===== src/scne_pkg.sv =====
package scne_pkg;

    // field and accumulator widths
    localparam int CODE_W  = 8;
    localparam int CHAR_W  = 7;
    localparam int MOD_W   = 3;
    localparam int VALUE_W = 32;
    localparam int ACC_W   = 32;
    localparam int CFG_IDX_W = 1;
    localparam int CFG_DATA_W = 32;

    // reciprocal of ten for a 32-bit dividend: q = (x * RECIP_10) >> RECIP_SHIFT
    localparam logic [ACC_W-1:0] RECIP_10 = 32'hCCCC_CCCD;
    localparam int RECIP_SHIFT = 35;

    // scan codes
    localparam logic [CODE_W-1:0] CODE_RELEASE = 8'h80;
    localparam logic [CODE_W-1:0] CODE_SHIFT   = 8'h2A;
    localparam logic [CODE_W-1:0] CODE_CTRL    = 8'h1D;
    localparam logic [CODE_W-1:0] CODE_ALT     = 8'h38;

    // characters with a meaning for number entry
    localparam logic [CHAR_W-1:0] CH_NEWLINE   = 7'h0A;
    localparam logic [CHAR_W-1:0] CH_BACKSPACE = 7'h08;
    localparam logic [CHAR_W-1:0] CH_MINUS     = 7'h2D;
    localparam logic [CHAR_W-1:0] CH_ZERO      = 7'h30;
    localparam logic [CHAR_W-1:0] CH_NINE      = 7'h39;

    // modifier bit positions
    localparam int MOD_SHIFT = 0;
    localparam int MOD_CTRL  = 1;
    localparam int MOD_ALT   = 2;

    // configuration register indexes
    typedef enum logic [CFG_IDX_W-1:0] {
        CFG_SIGNED_MODE = 1'b0,
        CFG_START_VALUE = 1'b1
    } t_cfg_idx;

    typedef struct packed {
        logic              hit;
        logic [CHAR_W-1:0] ch;
    } t_key;

    // set-1 translation, upper column chosen by shift
    function automatic t_key key_lookup(input logic [CODE_W-1:0] code, input logic shift);
        t_key               k;
        logic [2*CHAR_W-1:0] pair;
        k.hit = 1'b1;
        pair  = '0;
        unique case (code)
            8'h1E: pair = {7'h61, 7'h41};
            8'h30: pair = {7'h62, 7'h42};
            8'h2E: pair = {7'h63, 7'h43};
            8'h20: pair = {7'h64, 7'h44};
            8'h12: pair = {7'h65, 7'h45};
            8'h21: pair = {7'h66, 7'h46};
            8'h22: pair = {7'h67, 7'h47};
            8'h23: pair = {7'h68, 7'h48};
            8'h17: pair = {7'h69, 7'h49};
            8'h24: pair = {7'h6A, 7'h4A};
            8'h25: pair = {7'h6B, 7'h4B};
            8'h26: pair = {7'h6C, 7'h4C};
            8'h32: pair = {7'h6D, 7'h4D};
            8'h31: pair = {7'h6E, 7'h4E};
            8'h18: pair = {7'h6F, 7'h4F};
            8'h19: pair = {7'h70, 7'h50};
            8'h10: pair = {7'h71, 7'h51};
            8'h13: pair = {7'h72, 7'h52};
            8'h1F: pair = {7'h73, 7'h53};
            8'h14: pair = {7'h74, 7'h54};
            8'h16: pair = {7'h75, 7'h55};
            8'h2F: pair = {7'h76, 7'h56};
            8'h11: pair = {7'h77, 7'h57};
            8'h2D: pair = {7'h78, 7'h58};
            8'h15: pair = {7'h79, 7'h59};
            8'h2C: pair = {7'h7A, 7'h5A};
            // digit row
            8'h02: pair = {7'h31, 7'h21};
            8'h03: pair = {7'h32, 7'h22};
            8'h04: pair = {7'h33, 7'h40};
            8'h05: pair = {7'h34, 7'h24};
            8'h06: pair = {7'h35, 7'h25};
            8'h07: pair = {7'h36, 7'h26};
            8'h08: pair = {7'h37, 7'h2F};
            8'h09: pair = {7'h38, 7'h28};
            8'h0A: pair = {7'h39, 7'h29};
            8'h0B: pair = {7'h30, 7'h3D};
            // control keys
            8'h1C: pair = {7'h0A, 7'h0A};
            8'h01: pair = {7'h18, 7'h18};
            8'h0E: pair = {7'h08, 7'h08};
            8'h0F: pair = {7'h09, 7'h09};
            8'h39: pair = {7'h20, 7'h20};
            // punctuation
            8'h2B: pair = {7'h5C, 7'h7C};
            8'h28: pair = {7'h27, 7'h3F};
            8'h4E: pair = {7'h2B, 7'h2A};
            8'h33: pair = {7'h2C, 7'h3B};
            8'h34: pair = {7'h2E, 7'h3A};
            8'h0C: pair = {7'h2D, 7'h5F};
            default: k.hit = 1'b0;
        endcase
        k.ch = shift ? pair[CHAR_W-1:0] : pair[2*CHAR_W-1:CHAR_W];
        return k;
    endfunction

endpackage


===== src/scne_in_if.sv =====
interface scne_in_if;
    logic                        valid;
    logic                        ready;
    logic [scne_pkg::CODE_W-1:0] scan_code;

    modport source (output valid, output scan_code, input ready);
    modport sink   (input valid, input scan_code, output ready);
endinterface


===== src/scne_out_if.sv =====
interface scne_out_if;
    logic                         valid;
    logic                         ready;
    logic [scne_pkg::CHAR_W-1:0]  char_out;
    logic                         char_valid;
    logic [scne_pkg::MOD_W-1:0]   modifiers;
    logic                         entry_done;
    logic [scne_pkg::VALUE_W-1:0] entry_value;

    modport source (output valid, output char_out, output char_valid, output modifiers,
                    output entry_done, output entry_value, input ready);
    modport sink   (input valid, input char_out, input char_valid, input modifiers,
                    input entry_done, input entry_value, output ready);
endinterface


===== src/scan_code_to_char_number_entry_unit.sv =====
// Set-1 scan code translator with decimal number entry. Each scan code transfer
// gives exactly one result transfer carrying the character (if any), the
// modifier flags after the code, and the finished value when a newline closes
// an entry. One scan code is taken every cycle while the result side is not
// stalled. A code passes an input register and then the result register
// before its result is offered. The cycle is set by the accumulator update
// loop, which holds the multiply by ten and the reciprocal multiply used for
// backspace. Configuration is sampled when an entry starts and must only be
// written while the unit is idle.
module scan_code_to_char_number_entry_unit (
    input  logic                             i_clk,
    input  logic                             i_rst_n,
    scne_in_if.sink                          i_in,
    scne_out_if.source                       o_out,
    input  logic                             i_cfg_we,
    input  logic [scne_pkg::CFG_IDX_W-1:0]   i_cfg_idx,
    input  logic [scne_pkg::CFG_DATA_W-1:0]  i_cfg_data
);

    localparam int AW = scne_pkg::ACC_W;

    // configuration
    logic                r_signed_mode;
    logic [AW-1:0]       r_start_value;

    // entry state
    logic [scne_pkg::MOD_W-1:0] r_mods, n_mods;
    logic [AW-1:0]              r_acc, n_acc;
    logic                       r_neg, n_neg;
    logic                       r_entry_start, n_entry_start;

    // input stage
    logic                        r_s1_valid;
    logic [scne_pkg::CODE_W-1:0] r_s1_code;

    // result stage
    logic                          r_out_valid;
    logic [scne_pkg::CHAR_W-1:0]   r_char, n_char;
    logic                          r_char_valid, n_char_valid;
    logic [scne_pkg::MOD_W-1:0]    r_out_mods;
    logic                          r_done, n_done;
    logic [scne_pkg::VALUE_W-1:0]  r_value, n_value;

    logic                  s2_free;
    logic                  s1_move;
    scne_pkg::t_key        key;
    logic                  is_digit;
    logic [AW-1:0]         base;
    logic                  neg_base;
    logic [AW-1:0]         digit;
    logic [2*AW-1:0]       prod;
    logic [AW-1:0]         quot;
    logic [AW-1:0]         signed_res;

    // handshake
    assign s2_free     = !r_out_valid || o_out.ready;
    assign s1_move     = r_s1_valid && s2_free;
    assign i_in.ready  = !r_s1_valid || s2_free;

    // configuration writes
    always_ff @(posedge i_clk) begin
        if (!i_rst_n) begin
            r_signed_mode <= 1'b0;
            r_start_value <= '0;
        end else if (i_cfg_we) begin
            unique case (scne_pkg::t_cfg_idx'(i_cfg_idx))
                scne_pkg::CFG_SIGNED_MODE: r_signed_mode <= i_cfg_data[0];
                scne_pkg::CFG_START_VALUE: r_start_value <= i_cfg_data[AW-1:0];
                default: ;
            endcase
        end
    end

    // modifier flags after this code
    always_comb begin
        n_mods = r_mods;
        if (r_s1_code == scne_pkg::CODE_SHIFT) n_mods[scne_pkg::MOD_SHIFT] = 1'b1;
        if (r_s1_code == (scne_pkg::CODE_SHIFT | scne_pkg::CODE_RELEASE))
            n_mods[scne_pkg::MOD_SHIFT] = 1'b0;
        if (r_s1_code == scne_pkg::CODE_CTRL) n_mods[scne_pkg::MOD_CTRL] = 1'b1;
        if (r_s1_code == (scne_pkg::CODE_CTRL | scne_pkg::CODE_RELEASE))
            n_mods[scne_pkg::MOD_CTRL] = 1'b0;
        if (r_s1_code == scne_pkg::CODE_ALT) n_mods[scne_pkg::MOD_ALT] = 1'b1;
        if (r_s1_code == (scne_pkg::CODE_ALT | scne_pkg::CODE_RELEASE))
            n_mods[scne_pkg::MOD_ALT] = 1'b0;
    end

    // translation
    assign key      = scne_pkg::key_lookup(r_s1_code, n_mods[scne_pkg::MOD_SHIFT]);
    assign is_digit = (key.ch >= scne_pkg::CH_ZERO) && (key.ch <= scne_pkg::CH_NINE);
    assign digit    = {{(AW-4){1'b0}}, key.ch[3:0]};

    // operand for an unsigned entry start or a running entry
    assign base     = r_entry_start ? r_start_value : r_acc;
    assign neg_base = r_entry_start ? 1'b0 : r_neg;

    // divide by ten through reciprocal multiply
    assign prod       = {{AW{1'b0}}, base} * {{AW{1'b0}}, scne_pkg::RECIP_10};
    assign quot       = {{(scne_pkg::RECIP_SHIFT-AW){1'b0}},
                         prod[2*AW-1:scne_pkg::RECIP_SHIFT]};
    assign signed_res = neg_base ? (~base + 1'b1) : base;

    // entry update
    always_comb begin
        n_acc         = r_acc;
        n_neg         = r_neg;
        n_entry_start = r_entry_start;
        n_char        = key.hit ? key.ch : '0;
        n_char_valid  = key.hit;
        n_done        = 1'b0;
        n_value       = '0;
        if (key.hit) begin
            if (r_entry_start && r_signed_mode) begin
                // first character of a signed entry is consumed on its own
                n_entry_start = 1'b0;
                n_acc         = is_digit ? digit : '0;
                n_neg         = (key.ch == scne_pkg::CH_MINUS);
            end else begin
                n_entry_start = 1'b0;
                n_acc         = base;
                n_neg         = neg_base;
                if (key.ch == scne_pkg::CH_BACKSPACE) begin
                    n_acc = quot;
                end else if (key.ch == scne_pkg::CH_NEWLINE) begin
                    n_done        = 1'b1;
                    n_value       = signed_res[scne_pkg::VALUE_W-1:0];
                    n_acc         = '0;
                    n_neg         = 1'b0;
                    n_entry_start = 1'b1;
                end else if (is_digit) begin
                    n_acc = (base << 3) + (base << 1) + digit;
                end
            end
        end
    end

    // control and state registers
    always_ff @(posedge i_clk) begin
        if (!i_rst_n) begin
            r_s1_valid    <= 1'b0;
            r_out_valid   <= 1'b0;
            r_mods        <= '0;
            r_acc         <= '0;
            r_neg         <= 1'b0;
            r_entry_start <= 1'b1;
        end else begin
            if (i_in.ready) r_s1_valid <= i_in.valid;
            if (s2_free) r_out_valid <= r_s1_valid;
            if (s1_move) begin
                r_mods        <= n_mods;
                r_acc         <= n_acc;
                r_neg         <= n_neg;
                r_entry_start <= n_entry_start;
            end
        end
    end

    // payload registers
    always_ff @(posedge i_clk) begin
        if (i_in.valid && i_in.ready) r_s1_code <= i_in.scan_code;
        if (s1_move) begin
            r_char       <= n_char;
            r_char_valid <= n_char_valid;
            r_out_mods   <= n_mods;
            r_done       <= n_done;
            r_value      <= n_value;
        end
    end

    // result outputs
    assign o_out.valid       = r_out_valid;
    assign o_out.char_out    = r_char;
    assign o_out.char_valid  = r_char_valid;
    assign o_out.modifiers   = r_out_mods;
    assign o_out.entry_done  = r_done;
    assign o_out.entry_value = r_value;

`ifndef SYNTH
    // a finished entry always comes from a translated newline
    a_done_is_newline: assert property (@(posedge i_clk) disable iff (!i_rst_n)
        o_out.valid && o_out.entry_done |->
            o_out.char_valid && o_out.char_out == scne_pkg::CH_NEWLINE)
        else $error("entry_done without newline");

    // no finished entry means a zero value
    a_value_zero: assert property (@(posedge i_clk) disable iff (!i_rst_n)
        o_out.valid && !o_out.entry_done |-> o_out.entry_value == '0)
        else $error("entry_value set without entry_done");

    // an entry waiting to start holds a cleared accumulator and sign
    a_start_clear: assert property (@(posedge i_clk) disable iff (!i_rst_n)
        r_entry_start |-> r_acc == '0 && !r_neg)
        else $error("entry start with stale accumulator");

    // lower case letters only without shift
    a_lower_case: assert property (@(posedge i_clk) disable iff (!i_rst_n)
        o_out.valid && o_out.char_valid && o_out.char_out >= 7'h61 &&
            o_out.char_out <= 7'h7A |-> !o_out.modifiers[scne_pkg::MOD_SHIFT])
        else $error("lower case letter with shift held");
`endif

endmodule


===== src/flat_wrapper.sv =====
// flat-port wrapper written by rule: the top's interface ports become plain ports
module scan_code_to_char_number_entry_unit_flat 
  (i_clk, i_rst_n, i_cfg_we, i_cfg_idx, i_cfg_data, i_in_valid, i_in_scan_code, i_in_ready, o_out_valid, o_out_char_out, o_out_char_valid, o_out_modifiers, o_out_entry_done, o_out_entry_value, o_out_ready);
  scne_in_if i_in_i ();
  scne_out_if o_out_i ();
  input  logic i_clk;
  input  logic i_rst_n;
  input  logic i_cfg_we;
  input  logic [scne_pkg::CFG_IDX_W-1:0] i_cfg_idx;
  input  logic [scne_pkg::CFG_DATA_W-1:0] i_cfg_data;
  input wire logic [$bits(i_in_i.valid)-1:0] i_in_valid;
  input wire logic [$bits(i_in_i.scan_code)-1:0] i_in_scan_code;
  output wire logic [$bits(i_in_i.ready)-1:0] i_in_ready;
  output wire logic [$bits(o_out_i.valid)-1:0] o_out_valid;
  output wire logic [$bits(o_out_i.char_out)-1:0] o_out_char_out;
  output wire logic [$bits(o_out_i.char_valid)-1:0] o_out_char_valid;
  output wire logic [$bits(o_out_i.modifiers)-1:0] o_out_modifiers;
  output wire logic [$bits(o_out_i.entry_done)-1:0] o_out_entry_done;
  output wire logic [$bits(o_out_i.entry_value)-1:0] o_out_entry_value;
  input wire logic [$bits(o_out_i.ready)-1:0] o_out_ready;
  assign i_in_i.valid = i_in_valid;
  assign i_in_i.scan_code = i_in_scan_code;
  assign i_in_ready = i_in_i.ready;
  assign o_out_valid = o_out_i.valid;
  assign o_out_char_out = o_out_i.char_out;
  assign o_out_char_valid = o_out_i.char_valid;
  assign o_out_modifiers = o_out_i.modifiers;
  assign o_out_entry_done = o_out_i.entry_done;
  assign o_out_entry_value = o_out_i.entry_value;
  assign o_out_i.ready = o_out_ready;
  scan_code_to_char_number_entry_unit u_core (.i_clk(i_clk), .i_rst_n(i_rst_n), .i_in(i_in_i), .o_out(o_out_i), .i_cfg_we(i_cfg_we), .i_cfg_idx(i_cfg_idx), .i_cfg_data(i_cfg_data));
endmodule

===== config.mk =====
export PLATFORM = sky130hd
export DESIGN_NAME = scan_code_to_char_number_entry_unit_flat
export DESIGN_NICKNAME = d
export VERILOG_FILES = /design/src/scne_pkg.sv /design/src/scne_in_if.sv /design/src/scne_out_if.sv /design/src/scan_code_to_char_number_entry_unit.sv /design/src/flat_wrapper.sv
export SDC_FILE = /design/constraint.sdc
export NUM_CORES = 2
export LEC_CHECK = 0
export ABC_CLOCK_PERIOD_IN_PS = 9100
export BUFFER_PORTS_ARGS = -buffer_cell sky130_fd_sc_hd__buf_4
export CORE_AREA = 4 4 238 240
export DETAILED_ROUTE_END_ITERATION = 8
export DIE_AREA = 0 0 242 244
export HOLD_SLACK_MARGIN = 0.06
export PLACE_DENSITY = 0.66
export REMOVE_ABC_BUFFERS = 1
export SLEW_MARGIN = 30
export SYNTH_ARGS = -nofsm -noshare
export SYNTH_HDL_FRONTEND = slang
export SYNTH_SLANG_ARGS = --single-unit

===== constraint.sdc =====
create_clock -name i_clk -period 9.1 [get_ports i_clk]
set_input_delay 1.365 -clock i_clk [delete_from_list [all_inputs] [get_ports i_clk]]
set_output_delay 1.365 -clock i_clk [all_outputs]
set_load 0.05 [all_outputs]

# ---- After elaboration in Yosys (flattened, before gate mapping)
# Index checks and enable logic that the tools add are counted.
dict set report classes {
  addsub 3
  n_mul 1
  n_lt_le_gt_ge 2
  eq_ne 56
  muxes 23
  n_bitwise 4
  n_reduce_logical 13
}
# cell n
set op_table {}
lappend op_table {{14-bit case mux with 47 select lines} 1}
lappend op_table {{32-bit two-way mux} 6}
lappend op_table {{8-bit by 6-bit equality test with 1-bit output, second input constant} 21}
lappend op_table {{8-bit by 5-bit equality test with 1-bit output, second input constant} 14}
lappend op_table {{32-bit by 32-bit multiplier with 64-bit output, second input constant} 1}
lappend op_table {{8-bit by 4-bit equality test with 1-bit output, second input constant} 7}
lappend op_table {{47-bit OR reduction} 1}
lappend op_table {{32-bit by 1-bit adder with 32-bit output, second input constant} 1}
lappend op_table {{32-bit adder} 1}
lappend op_table {{32-bit by 4-bit adder with 32-bit output} 1}
lappend op_table {{8-bit by 3-bit equality test with 1-bit output, second input constant} 4}
lappend op_table {{32-bit NOT} 1}
lappend op_table {{8-bit equality test, second input constant} 3}
lappend op_table {{8-bit by 2-bit equality test with 1-bit output, second input constant} 2}
lappend op_table {{7-bit by 4-bit equality test with 1-bit output, second input constant} 2}
lappend op_table {{1-bit two-way mux} 14}
lappend op_table {{8-bit by 1-bit equality test with 1-bit output, second input constant} 1}
lappend op_table {{8-bit by 7-bit equality test with 1-bit output, second input constant} 1}
lappend op_table {{7-bit by 6-bit equality test with 1-bit output, second input constant} 1}
lappend op_table {{7-bit by 6-bit greater-or-equal comparator with 1-bit output, second input constant} 1}
lappend op_table {{7-bit by 6-bit less-or-equal comparator with 1-bit output, second input constant} 1}
lappend op_table {{7-bit two-way mux} 1}
lappend op_table {{2-bit AND reduction} 3}
lappend op_table {{1-bit logical AND} 4}
lappend op_table {{5 further kinds} 9}
dict set report totals {
  ff_bits 124
  input_bits 46
}

# ---- Logic depth before layout (Yosys ltp)
dict set report depth {
  depth_word 10
  mapped_depth 31
  ltp_nobuf 28
}

# ---- Least setup slack after synthesis
# Ideal clock, no wire load.
dict set report synth_timing {
  path_kind {reg-to-reg}
  startpoint {reg u_core.r_entry_start}
  endpoint {reg u_core.r_acc[24]}
  setup_ns 0.122
  arrival_ns 8.584
  t_required_ns 8.978
  slack_ns 0.395
  path_stages_with_launch 31
  n_path_buf 3
  synth_period_minus_slack_ns 8.705
  cell_sequence {dfxtp_1 > buf_2 > buf_1 > buf_1 > mux2i_1 > inv_1 > ha_1 > inv_1 > fa_1 > inv_1 > fa_1 > inv_1 > fa_1 > inv_1 > fa_1 > fa_1 > fa_1 > inv_1 > fa_1 > inv_1 > ha_1 > a21oi_1 > o21ai_0 > o21bai_1 > a221o_1 > a221oi_1 > o21ai_1 > a311o_1 > a21o_1 > xor2_1 > a221o_1}
}
dict set report synth_via {
  elab_chain_len 7
}
# item line
set synth_lines {}
lappend synth_lines {{start, declared} scan_code_to_char_number_entry_unit.sv:30} ;# logic r_entry_start, n_entry_start;
lappend synth_lines {{start signal, assigned} scan_code_to_char_number_entry_unit.sv:153} ;# r_entry_start <= n_entry_start;
lappend synth_lines {{32-bit two-way mux} scan_code_to_char_number_entry_unit.sv:94} ;# assign base = r_entry_start ? r_start_value : r_acc;
lappend synth_lines {{32-bit adder} scan_code_to_char_number_entry_unit.sv:131} ;# n_acc = (base << 3) + (base << 1) + digit;
lappend synth_lines {{32-bit by 4-bit adder with 32-bit output} scan_code_to_char_number_entry_unit.sv:131}
lappend synth_lines {{32-bit two-way mux} scan_code_to_char_number_entry_unit.sv:130} ;# end else if (is_digit) begin
lappend synth_lines {{32-bit two-way mux} scan_code_to_char_number_entry_unit.sv:124} ;# end else if (key.ch == scne_pkg::CH_NEWLINE) begin
lappend synth_lines {{32-bit two-way mux} scan_code_to_char_number_entry_unit.sv:122} ;# if (key.ch == scne_pkg::CH_BACKSPACE) begin
lappend synth_lines {{32-bit two-way mux *} scan_code_to_char_number_entry_unit.sv:113} ;# if (r_entry_start && r_signed_mode) begin
lappend synth_lines {{end signal, assigned} scan_code_to_char_number_entry_unit.sv:151} ;# r_acc <= n_acc;
lappend synth_lines {{end, declared} scan_code_to_char_number_entry_unit.sv:28} ;# logic [AW-1:0] r_acc, n_acc;
# Every way passes the cells marked *; elsewhere a longest branch is shown, timed or not.
# A chain may end at the register's enable or synchronous reset.

# ---- Worst setup path in the final report
# Same ends and word-level chain as after synthesis.

==> metrics <==
Max-cap violations 0; Clock transition at path regs 70 ps; TritonCTS clock tree done; fin nets 3741; VDD IR max 0.1853 mV; distinct cell type count of the synthesized netlist 80; min-delay worst type reg -> reg; DRT antenna net count 0; most frequent cells in the layout inv_1 (598), ha_1 (431), fa_1 (388); Synth async-reset ratio 0%; setup repair after global routing missed its margin false; placeable core area 0.05466 mm^2; count of unresolved DRC violations after routing 0; share of synthesized area occupied by flip-flops and latches 11.54%; fraction of final layout cells sized beyond drive strength 1 7.791%; Via-to-Cell Ratio 5.743; later-pin clock latency in the skew report 440 ps; Routed WL per cell 23.14 um; startpoint class of the critical path register; library cell used as clock root buffer clkbuf_16; global route overflow 0; maximum operating frequency 114.2 MHz; aggregate routed wire length 83.16 mm; CP max FO 30; worst-case hold slack 464.8 ps; Worst Hold Path Cells 2; summed instance area of the synthesized netlist 0.02602 mm^2; most common cell after layout, fill and taps aside inv_1; proportion of power drawn by combinational gates 74.6%; required time worst endpoint 9420 ps; I/O pin cnt 92; Switching Share 52.84%; peak per-stage delay on the critical path 590 ps; arrival time worst endpoint 9080 ps; Top FF cell, synth dfxtp_1; cell area power density 181.8 mW/mm^2; global-route wire length before repair 128.1 mm; total of endpoints with negative setup slack in the final report 0; Setup Skew 15.21 ps; placed wire-length estimate 72.66 mm; total CTS buffers 17; area of placed instances 0.02782 mm^2; DIE HEIGHT 244 um; mean instance size in the synthesized netlist 9.379 um^2; Slowest cell on crit path fa_1; CTS H-tree lvls 4; starting utilization of the core area 47.60%; via count of the first global-routing pass 21270; maximum number of pins on one net before global-route repair 52; antenna violations before repair 1; Internal Pwr Total 2.441 mW; time the worst path needs with I/O delays and setup 8760 ps; Tcrit/Tclk final 96.27%; number of synthesized flops with an enable pin 52; Routability Congestion 1.018; Filler cells 5007; reg2reg setup slack 340 ps; slew margin rel. 33.01%; total vias in the final route 20640; x dimension of the die 242 um; actual slew at the worst max-slew pin 1002 ps; kind of end point of the critical path register; detailed-routing iteration count for the pre-antenna-repair pass 5; post-route setup TNS 0 ps; warning count from the yosys run 0; synthesis-to-finish area growth 9.464%; total number of placement rows 86; flops & latches, synth 124; sequential share of power 11.9%; Die Area 0.05905 mm^2; Lkg Pwr 15.08 nW; status completed; category of the most critical setup path reg -> reg; final hold violations 0; final instance area 0.02848 mm^2; count of pins over their slew limit 0; overall fraction of global-route tracks in use 28.24%; Clock Path Buffers 2; switching pwr 2.736 mW; Worst path most repeated cell fa_1; number of sinks handled by clock tree synthesis 124; Cells after Synth 2774; starting DRC count in detailed routing 1880; depth of the worst register-to-register path 25; proportion of power drawn by the clock network 13.5%; post-route total power 5.177 mW; count of buffers inserted at the top-level ports 91
## critical path, delay by kind of cell, from the launching register on
| family | cells | cell delay (ps) |
|---|---|---|
| compound gates | 9 | 2300 |
| fa+ha+maj | 9 | 4100 |
| xor+xnor | 1 | 140 |
| mux | 1 | 570 |
| flops | 1 | 490 |
| buf+inv | 5 | 970 |
## per-stage QoR
stage	util, %	instances	setup slack [ps]
finish	52.10	3593	339.8
detailed placement	50.89	3559	5.710
CTS	51.99	3591	5.750
global route	52.10	3592	6.217
floorplan	-	2690	253.3
global placement	50.89	3559	102.3
## power groups by stage
stage | registers (mW) | clock network (mW) | logic [mW]
CTS | 0.617 | 0.705 | 3.81
global route | 0.619 | 0.734 | 4.23
detailed placement | 0.629 | 0 | 3.77
floorplan | 0.666 | 0 | 2.47
global placement | 0.628 | 0 | 3.75
finish | 0.617 | 0.697 | 3.86
## synth_stat cells, types with 22 or more instances
cell	instances	area share [%]
a21boi_0	36	1.0
a21o_1	62	1.8
a21oi_1	118	2.3
a22oi_1	24	0.69
clkbuf_1	66	0.95
dfxtp_1	72	5.5
edfxtp_1	52	6.0
fa_1	388	30
ha_1	432	21
inv_1	600	8.7
mux2i_1	53	2.0
nand2_1	158	2.3
nand3_1	34	0.65
nand4_1	22	0.53
nor2_1	97	1.4
nor2b_1	22	0.53
nor3_1	26	0.50
o21ai_0	94	1.8
xnor2_1	80	2.7
xor2_1	55	1.9
## flip-flops by register name (all words and copies together) (netlist names), 3 cells and up
name                      count
u_core.o_out.entry_value     32
u_core.o_out.modifiers        3
u_core.r_start_value         32
u_core.r_mods                 3
u_core.r_acc                 32
u_core.o_out.char_out         7
u_core.r_s1_code              8
## routing by layer
metal / global-route usage (%) / part of all wire [%]
met5: 0 / 0
met4: 11.25 / 4.7
met3: 4.364 / 6.5
met2: 45.12 / 45
met1: 38.81 / 43
## path summary, 6_finish.rpt
| kind | from | endpoint |
|---|---|---|
| worst max register to register | u_core.r_entry_start | u_core.r_acc[24] |
| worst min register to register | u_core.r_mods[1] | u_core.r_mods[1] |
| worst max-delay path | u_core.r_entry_start | u_core.r_acc[24] |
| worst min-delay path | u_core.r_mods[1] | u_core.r_mods[1] |
## cell families after synthesis
| group | after synthesis | share of synthesized area [%] |
|---|---|---|
| mux | 55 | 2.169 |
| flops | 124 | 11.54 |
| simple gates | 462 | 8.709 |
| compound gates | 493 | 12.45 |
| xor+xnor | 135 | 4.544 |
| buf+inv | 685 | 9.959 |
| fa+ha+maj | 820 | 50.63 |
## area by class of cell
cell class              count  area (um^2)  share of cell area [%]
clock buffers              20        457.9                   1.608
diodes                      1        2.502                0.008786
repair buffers            166         1259                   4.419
inverters                 601         2257                   7.925
well taps                 704        880.8                   3.093
multi-input cells        1965        20480                   71.91
clock inverters            12        140.1                  0.4920
flip-flops and latches    124         3004                   10.55
## repair_timing
item,4_1_cts,5_1_grt
hold buffers,0,0
resized for setup,1,12
gates cloned,0,0
buffers inserted,0,1
endpoints found under the hold margin,0,0
endpoints found under the setup margin,1,14
No activity file was read; power rests on OpenSTA's default activity.
